File: config.mk
export PLATFORM = sky130hd
export DESIGN_NAME = signed_int_to_decimal_ascii_top
export DESIGN_NICKNAME = d
export VERILOG_FILES = /design/src/design/sidi_pkg.sv /design/src/design/sidi_bcd.sv /design/src/design/signed_int_to_decimal_ascii_top.sv
export SDC_FILE = /design/constraint.sdc
export NUM_CORES = 1
export LEC_CHECK = 0
export BUFFER_PORTS_ARGS = -buffer_cell sky130_fd_sc_hd__clkbuf_2
export CAP_MARGIN = 20
export CORE_AREA = 2 2 144 111
export DETAILED_ROUTE_END_ITERATION = 8
export DIE_AREA = 0 0 146 113
export PLACE_DENSITY = 0.63
export SYNTH_ARGS = -nofsm -noshare
export SYNTH_HDL_FRONTEND = slang
export SYNTH_SLANG_ARGS = --single-unit
File: constraint.sdc
create_clock -name clk -period 3.62 [get_ports clk]
set_clock_uncertainty 0.1 [all_clocks]
set_input_delay 0.181 -clock clk [delete_from_list [all_inputs] [get_ports clk]]
set_output_delay 0.181 -clock clk [all_outputs]
set_load 0.01 [all_outputs]
File: src/design/sidi_pkg.sv
`default_nettype none

package sidi_pkg;

	// Field widths
	localparam int ValueWidth = 32;
	localparam int CharWidth  = 6;

	// Decimal digits needed for a 32-bit magnitude
	localparam int NumDigits  = 10;
	localparam int DigitWidth = 4;
	localparam int CountWidth = $clog2(NumDigits + 1);
	localparam int ShiftWidth = $clog2(ValueWidth);

	// ASCII codes, truncated to the character field
	localparam logic [CharWidth-1:0] AsciiZero  = CharWidth'(48);
	localparam logic [CharWidth-1:0] AsciiMinus = CharWidth'(45);

	typedef logic [DigitWidth-1:0] digit_t;
	typedef logic [NumDigits-1:0][DigitWidth-1:0] bcd_t;

endpackage

`default_nettype wire

File: src/design/sidi_bcd.sv
`default_nettype none

// Bit-serial binary to BCD conversion (shift and add-3).
// One magnitude bit enters the BCD register per cycle.
module sidi_bcd (
	input  wire logic                            clk,
	input  wire logic                            arst_n,
	input  wire logic                            load,
	input  wire logic [sidi_pkg::ValueWidth-1:0] mag,
	output logic                                 done,
	output sidi_pkg::bcd_t                       bcd
);
	import sidi_pkg::*;

	logic [ValueWidth-1:0] bin_q;
	bcd_t                  bcd_q;
	bcd_t                  adj;
	logic [ShiftWidth-1:0] cnt_q;
	logic                  run_q;
	logic                  done_q;

	// Add 3 to every digit that is 5 or more before the shift
	always_comb begin
		for (int i = 0; i < NumDigits; i++) begin
			adj[i] = (bcd_q[i] >= DigitWidth'(5)) ? bcd_q[i] + DigitWidth'(3) : bcd_q[i];
		end
	end

	// Shift control
	always_ff @(posedge clk or negedge arst_n) begin
		if (!arst_n) begin
			run_q  <= 1'b0;
			done_q <= 1'b0;
			cnt_q  <= '0;
		end else begin
			done_q <= 1'b0;
			if (load) begin
				run_q <= 1'b1;
				cnt_q <= '0;
			end else if (run_q) begin
				cnt_q <= cnt_q + 1'b1;
				if (cnt_q == ShiftWidth'(ValueWidth - 1)) begin
					run_q  <= 1'b0;
					done_q <= 1'b1;
				end
			end
		end
	end

	// Binary and BCD shift registers
	always_ff @(posedge clk) begin
		if (load) begin
			bin_q <= mag;
			bcd_q <= '0;
		end else if (run_q) begin
			bin_q    <= {bin_q[ValueWidth-2:0], 1'b0};
			bcd_q[0] <= {adj[0][DigitWidth-2:0], bin_q[ValueWidth-1]};
			for (int i = 1; i < NumDigits; i++) begin
				bcd_q[i] <= {adj[i][DigitWidth-2:0], adj[i-1][DigitWidth-1]};
			end
		end
	end

	assign done = done_q;
	assign bcd  = bcd_q;

endmodule

`default_nettype wire

File: src/design/signed_int_to_decimal_ascii_top.sv
`default_nettype none

// Signed 32-bit integer to decimal ASCII. An item is taken when start is high and busy is low;
// its magnitude is loaded into a bit-serial BCD converter, one bit per cycle, and the digit
// string is sized when the converter is done. The characters then leave one per cycle, '-'
// first for a negative value, most significant digit first, no leading zeros, with last_char
// on the final one. An item yields 1 to 11 characters and keeps busy high until its final
// character is shown, so no new item is taken before then.
// Each character is shown with valid for exactly one cycle and must be taken then: the
// receiver cannot stall the block.
module signed_int_to_decimal_ascii_top (
	input  wire logic                                   clk,
	input  wire logic                                   arst_n,
	input  wire logic                                   start,
	input  wire logic signed [sidi_pkg::ValueWidth-1:0] value,
	output logic                                        busy,
	output logic                                        valid,
	output logic [sidi_pkg::CharWidth-1:0]              character,
	output logic                                        last_char
);
	import sidi_pkg::*;

	localparam logic [1:0] ST_IDLE = 2'd0;
	localparam logic [1:0] ST_CONV = 2'd1;
	localparam logic [1:0] ST_EMIT = 2'd2;

	logic [1:0]            state_q;
	logic                  accept;
	logic [ValueWidth-1:0] mag;
	logic                  conv_done;
	bcd_t                  bcd;
	logic                  sign_q;
	logic [CountWidth-1:0] rem_q;
	logic [CountWidth-1:0] ndig;
	digit_t                cur_digit;
	logic                  valid_q;
	logic [CharWidth-1:0]  char_q;
	logic                  last_q;

	assign accept = start && (state_q == ST_IDLE);
	assign mag    = ValueWidth'(0) - $unsigned(value);

	sidi_bcd u_bcd (
		.clk    (clk),
		.arst_n (arst_n),
		.load   (accept),
		.mag    (value[ValueWidth-1] ? mag : $unsigned(value)),
		.done   (conv_done),
		.bcd    (bcd)
	);

	// Significant digit count, at least one for zero
	always_comb begin
		ndig = CountWidth'(1);
		for (int i = 1; i < NumDigits; i++) begin
			if (bcd[i] != '0) ndig = CountWidth'(i + 1);
		end
	end

	assign cur_digit = bcd[rem_q - 1'b1];

	// Sequencer and output register
	always_ff @(posedge clk or negedge arst_n) begin
		if (!arst_n) begin
			state_q <= ST_IDLE;
			sign_q  <= 1'b0;
			rem_q   <= '0;
			valid_q <= 1'b0;
			char_q  <= '0;
			last_q  <= 1'b0;
		end else begin
			valid_q <= 1'b0;
			unique case (state_q)
				ST_IDLE: begin
					if (accept) begin
						sign_q  <= value[ValueWidth-1];
						state_q <= ST_CONV;
					end
				end
				ST_CONV: begin
					if (conv_done) begin
						rem_q   <= ndig;
						state_q <= ST_EMIT;
					end
				end
				ST_EMIT: begin
					valid_q <= 1'b1;
					if (sign_q) begin
						sign_q <= 1'b0;
						char_q <= AsciiMinus;
						last_q <= 1'b0;
					end else begin
						char_q <= AsciiZero + CharWidth'(cur_digit);
						last_q <= (rem_q == CountWidth'(1));
						rem_q  <= rem_q - 1'b1;
						if (rem_q == CountWidth'(1)) state_q <= ST_IDLE;
					end
				end
				default: begin
					state_q <= ST_IDLE;
				end
			endcase
		end
	end

	assign busy      = (state_q != ST_IDLE);
	assign valid     = valid_q;
	assign character = char_q;
	assign last_char = last_q;

	// The final character of a number frees the block in the same cycle
	a_last_frees: assert property (@(posedge clk) disable iff (!arst_n)
		valid && last_char |-> !busy) else $error("busy after final character");

	// Characters of one number leave back to back
	a_contiguous: assert property (@(posedge clk) disable iff (!arst_n)
		valid && !last_char |=> valid) else $error("gap inside a number");

	// A minus sign is never the final character
	a_sign_not_last: assert property (@(posedge clk) disable iff (!arst_n)
		valid && (character == AsciiMinus) |-> !last_char) else $error("lone minus sign");

	// A transfer in starts the conversion
	a_take: assert property (@(posedge clk) disable iff (!arst_n)
		start && !busy |=> busy && !valid) else $error("item not taken");

endmodule

`default_nettype wire

### Yosys cells after proc, flatten, opt, wreduce, memory -nomap -nowiden

Index checks and enable logic that the tools add are counted.

* bits in registers: 94
* bits of input ports: 35
* output and inout port bits: 9
* word-level logic and storage cells: 116

* add/subtract/negate cells: 14
* magnitude comparators: 11
* eq/ne operators: 8
* mux-type cells: 45
* reduce and logical (&&, ||, !) cells: 18

Operator list (number)
* $mux 32: 3
* $mux 4: 19
* $ge 4x3->1 const B: 10
* $add 4x2->4 const B: 9
* $reduce_bool 4->1: 9
* $sub 1x32->32 const A: 1
* $bmux 4 s4: 1
* $mux 2: 6
* $mux 5: 2
* $mux 1: 9
* $pmux 4 s2: 1
* $reduce_bool 2->1: 4
* $add 5x5->6 const A: 1
* $mux 6: 1
* $ne 2x2->1 const B: 3
* $pmux 2 s3: 1
* $add 5x1->5 const B: 1
* $eq 5x5->1 const B: 1
* $lt 4x5->1 const B: 1
* $eq 4x1->1 const B: 1
* $reduce_and 4->1: 1
* $sub 4x1->4 const B: 1
* $add 3x2->3 const B: 1
* $mux 3: 1
* 8 further kinds: 8

### Depth between registers and ports, before layout

* depth after elaboration: 12
* depth in mapped cells: 9
* depth with buffers taken out: 7

### Hierarchy

From an unflattened synthesis, not the netlist that was laid out.

* cell total of the unflattened synthesis: 607
* area, all modules: 5921.9 um2

By module, submodules not included
* sidi_bcd: instances 1, cells an instance 395, area each 4070.2 um2, sequential area each 1936.9 um2
* signed_int_to_decimal_ascii_top: instances 1, cells an instance 212, area each 1851.8 um2, sequential area each 375.4 um2

### Worst setup path before layout

OpenSTA, ideal clock, no wires.

* path type: register -> register
* start point: register rem_q[0]
* end point: register char_q[1] (netlist: character[1])
* setup time: 0.121 ns
* data arrival time: 2.817 ns
* data required time: 3.399 ns
* path slack: 0.582 ns
* stages on the path, launching flop included: 10
* buffers on the path: 3
* clock period less this slack: 3.038 ns
* cells stage by stage: dfrtp_1 clkbuf_1 clkbuf_1 inv_1 ha_1 clkbuf_1 mux4_2 a22oi_1 o21ai_0 a22o_1

* cells in the longest elaborated chain, start to end: 5

RTL lines
* from (decl): line signed_int_to_decimal_ascii_top.sv:33 `logic [CountWidth-1:0] rem_q;`
* from (signal assigned): line signed_int_to_decimal_ascii_top.sv:82 `rem_q <= ndig;`
* from (signal assigned): line signed_int_to_decimal_ascii_top.sv:95 `rem_q <= rem_q - 1'b1;`
* $sub 4x1->4: line signed_int_to_decimal_ascii_top.sv:60 `assign cur_digit = bcd[rem_q - 1'b1];`
* $bmux 4 s4: line signed_int_to_decimal_ascii_top.sv:60
* $mux 4 (not written as such): line signed_int_to_decimal_ascii_top.sv:60
* $add 5x5->6: line signed_int_to_decimal_ascii_top.sv:93 `char_q <= AsciiZero + CharWidth'(cur_digit);`
* $mux 6: line signed_int_to_decimal_ascii_top.sv:88 `if (sign_q) begin`
* to (signal assigned): line signed_int_to_decimal_ascii_top.sv:90 `char_q <= AsciiMinus;`
* to (signal assigned): line signed_int_to_decimal_ascii_top.sv:93
* to (decl): line signed_int_to_decimal_ascii_top.sv:37 `logic [CharWidth-1:0] char_q;`

Every way passes these cells. The select of a mux whose other input is x is not followed.
A chain may end at the register's enable or synchronous reset.

### Worst setup path in the final report

Same ends and word-level chain as after synthesis.

==> Flow_metrics.wiki <==
{| class="wikitable"
! Metric !! Value
|-
| Result of the run || finished, final reports clean
|-
| Floorplan core area || 15,000 µm²
|-
| Required time at the worst-slack endpoint || between 3 and 4 ns
|-
| Final number of hold-violating endpoints || 0
|-
| Fmax || 0.343 GHz
|-
| Setup TNS || 0 ns
|-
| Via count of the first global-routing pass || about 4,300
|-
| Width of the die || between 100 and 150 µm
|-
| Port Buffer Count || 43
|-
| Maximum number of pins on one net before global-route repair || 57
|-
| Most common cell after layout, fill and taps aside || sky130_fd_sc_hd__nand2_1
|-
| Clock transition at the register clock pins on the worst setup and hold paths after CTS || 0.07 ns
|-
| Initial Utilization || 0.374
|-
| Crit path kind || reg2reg
|-
| Number of fill cells in the layout || 1,476
|-
| Die Area || ~16,000 µm²
|-
| Total wire length after detailed routing || 12.6 mm
|-
| CP Capture Type || flip-flop
|-
| Flop and latch count out of synthesis || 94
|-
| Chip height || roughly 110 µm
|-
| Last weighted congestion value of the routability-driven placer || approximately 0.9
|-
| Post-synthesis instance area || 5610 µm²
|-
| Maximum net fanout on the critical path || 16
|-
| Largest cells by area after synthesis || sky130_fd_sc_hd__edfxtp_1, sky130_fd_sc_hd__dfxtp_1, sky130_fd_sc_hd__dfrtp_1
|-
| Initial antenna violation count || 1
|-
| Clock Tree Buf Depth || 2
|-
| Mean instance size in the synthesized netlist || between 9 and 10 µm²
|-
| Number of distinct library cells after synthesis || 56
|-
| Crit path DAT || 3.06 ns
|-
| Fraction of synthesis flops using an asynchronous set or reset pin || 0.234
|-
| Share of synthesized area occupied by flip-flops and latches || 0.412
|-
| Yosys Warn Count || 0
|-
| Post-CTS Setup Repair Bufs || 0
|-
| Reg-to-Reg End || character[1]$_DFFE_PN0P_
|-
| Transition time of the tightest slew-check pin || roughly 0.67 ns
|-
| Maximum resistive drop on vdd || about 0.35 mV
|-
| Proportion of netlist area held by the largest area contributor || 0.171
|-
| Synthesis-to-layout area growth || 12.5%
|-
| Total routing usage reported by global routing || 0.159
|-
| Sort of element at the start of the critical path || flip-flop
|-
| Skew-Pair Late Insertion Delay || between 0.3 and 0.4 ns
|-
| Highest-count cells in the layout ignoring fill and taps || sky130_fd_sc_hd__nand2_1, sky130_fd_sc_hd__o21ai_0, sky130_fd_sc_hd__clkbuf_2
|-
| Nets || about 700
|-
| Clock Tree Root || sky130_fd_sc_hd__clkbuf_16
|-
| Ratio of final minimum period to clock period || 0.806
|-
| CTS tree || done
|-
| CP Launch Point || rem_q[0]$_DFFE_PN0P_
|-
| Number of maximum-capacitance constraint violations || 0
|-
| Reg2reg setup slack || between 0.7 and 0.8 ns
|-
| First-pass GRT wire length || between 20 and 25 mm
|-
| Per-cell routed wire length || around 15 µm
|-
| Endpoint of the worst setup timing path || character[1]$_DFFE_PN0P_
|-
| Final ANT Viol Nets || 0
|-
| Post-Synthesis Net Count || approximately 670
|-
| Row cnt || 39
|-
| First-pass DRT Iterations || 4
|-
| Area occupied by registers || around 2300 µm²
|-
| CTS sink cnt || between 90 and 100
|-
| Number of enable-type register cells in the synthesized netlist || 32
|-
| Placed wire-length estimate || between 9 and 10 mm
|-
| Power Dens Cells || approximately 890 nW/µm²
|-
| Most instantiated flip-flop cell in the synthesis netlist || sky130_fd_sc_hd__dfxtp_1
|-
| Sum of overflow across all layers after global routing || 0
|-
| Count of final setup violators || 0
|-
| Number of instances in the synthesized netlist || 608
|-
| First-iteration detailed-routing DRC count || 305
|-
| Vias per cell || 5.31
|-
| Area of combinational cells with multiple inputs || around 3100 µm²
|-
| Fraction of layout instances using a drive strength above 1 || 0.127
|-
| DRC errors left || 0
|-
| Final critical delay including setup and external delays || a little under 3 ns
|-
| Worst reg2reg startpoint || rem_q[0]$_DFFE_PN0P_
|-
| Static Leak || between 2 and 3 nW
|-
| Hold crit path type || in2reg
|-
| Number of max-slew violations in the final report || 0
|-
| Num CTS Buffers || 9
|-
| Num ports || between 40 and 50
|-
| Post-layout util || 0.420
|-
| Via count || approximately 4,500
|-
| RSZ-0062 raised after global routing || false
|-
| Worst slew margin || 0.553
|-
| Most area-hungry cell type in the Yosys netlist || sky130_fd_sc_hd__edfxtp_1
|-
| CTS HTree Levels || 3
|-
| Number of cells traversed by the worst register-to-register path || 6
|}
==> final cells by class <==
class	instances	share of cell area
clock buffer	11	0.0368
timing repair buffer	49	0.0416
antenna	1	0.000396
multi-input combinational	458	0.485
sequential	94	0.366
inverter	30	0.0178
tap	205	0.0406
clock inverter	5	0.0119
==> worst max-delay path, stage by stage (launching register included) <==
cell	delay, ns
sky130_fd_sc_hd__dfrtp_1	0.77
sky130_fd_sc_hd__inv_1	0.17
sky130_fd_sc_hd__ha_1	0.64
sky130_fd_sc_hd__mux4_2	0.57
sky130_fd_sc_hd__a22oi_1	0.23
sky130_fd_sc_hd__o21ai_0	0.11
sky130_fd_sc_hd__a22o_1	0.20
==> cells by family (layout without fill, tap and decap cells) <==
kind of cell,Yosys count,in the layout,synth area share
simple gates,200,200,0.174
compound gates,155,155,0.170
flops,94,94,0.412
buf+inv,56,95,0.0432
xor+xnor,50,50,0.0780
mux,28,28,0.0678
fa+ha+maj,25,25,0.0557
other cells,0,1,0
==> cell usage after synthesis, types with 3 or more instances <==
cell type / instances
sky130_fd_sc_hd__a21oi_1: 35
sky130_fd_sc_hd__nor3_1: 10
sky130_fd_sc_hd__or3_1: 3
sky130_fd_sc_hd__nor3b_1: 6
sky130_fd_sc_hd__o22a_1: 3
sky130_fd_sc_hd__nand3b_1: 4
sky130_fd_sc_hd__o41ai_1: 6
sky130_fd_sc_hd__o211ai_1: 11
sky130_fd_sc_hd__dfrtp_1: 22
sky130_fd_sc_hd__xnor2_1: 23
sky130_fd_sc_hd__clkbuf_1: 18
sky130_fd_sc_hd__dfxtp_1: 40
sky130_fd_sc_hd__nand3_1: 22
sky130_fd_sc_hd__mux4_2: 8
sky130_fd_sc_hd__ha_1: 25
sky130_fd_sc_hd__o31ai_1: 11
sky130_fd_sc_hd__and3_1: 3
sky130_fd_sc_hd__mux2i_1: 20
sky130_fd_sc_hd__nand2b_1: 12
sky130_fd_sc_hd__nor2_1: 36
sky130_fd_sc_hd__or3b_2: 4
sky130_fd_sc_hd__buf_1: 3
sky130_fd_sc_hd__a22o_1: 5
sky130_fd_sc_hd__nand2_1: 80
sky130_fd_sc_hd__o21ai_0: 61
sky130_fd_sc_hd__edfxtp_1: 32
sky130_fd_sc_hd__a21o_1: 12
sky130_fd_sc_hd__nor4_1: 5
sky130_fd_sc_hd__xor2_1: 27
sky130_fd_sc_hd__inv_1: 29
==> power breakdown <==
part | internal [W] | switching [W] | leakage, nW | total (W)
clock network | 0.000602 | 0.000397 | 0.153 | 0.000999
registers | 0.00170 | 0.000444 | 0.942 | 0.00214
logic | 0.00115 | 0.00131 | 1.57 | 0.00246
total | 0.00345 | 0.00215 | 2.67 | 0.00560
==> metrics by stage <==
| stage | setup slack [ns] | instance area (µm²) | hold slack (ns) | total power (W) | cells |
|---|---|---|---|---|---|
| 3_5_place_dp | 0.674 | 6000 | 0.108 | 0.00462 | 835 |
| 2_1_floorplan | 0.582 | 5610 | -0.215 | 0.00401 | 608 |
| 4_1_cts | 0.662 | 6310 | 0.0374 | 0.00564 | 852 |
| 5_1_grt | 0.460 | 6310 | 0.131 | 0.00608 | 852 |
| 3_3_place_gp | 0.790 | 6000 | 0.0935 | 0.00446 | 835 |
| 6_report | 0.701 | 6320 | 0.0556 | 0.00560 | 853 |
==> flip-flops by register name (all words and copies together), names as in the netlist <==
name / count
rem_q: 4
u_bcd.bin_q: 32
u_bcd.cnt_q: 5
state_q: 2
u_bcd.run_q: 1
last_char: 1
sign_q: 1
character: 6
valid: 1
u_bcd.done: 1
u_bcd.bcd: 40
==> layer usage <==
| layer | GRT usage | share of wire | vias to the layer above |
|---|---|---|---|
| li1 | - | - | 2247 |
| met1 | 0.218 | 0.49 | 2179 |
| met2 | 0.254 | 0.45 | 92 |
| met3 | 0.0367 | 0.045 | 13 |
| met4 | 0.0472 | 0.014 | 0 |
| met5 | 0 | 0 | - |
==> worst min-delay path by stage <==
stage / startpoint / to / slack [ns] / cells past startpoint
3_5_place_dp: arst_n / character[2]$_DFFE_PN0P_ / 0.11 / 1
5_1_grt: start / state_q[0]$_DFFE_PN0P_ / 0.13 / 3
4_1_cts: start / state_q[0]$_DFFE_PN0P_ / 0.04 / 3
3_3_place_gp: arst_n / character[0]$_DFFE_PN0P_ / 0.09 / 1
6_report: start / state_q[0]$_DFFE_PN0P_ / 0.06 / 3
2_1_floorplan: arst_n / character[0]$_DFFE_PN0P_ / -0.21 / 0
==> repair_timing <==
action,CTS,global route
hold endpoints to repair,22,0
hold buffers,1,0
resized for setup,0,0
Note: power is estimated with default switching activity, not from simulation.
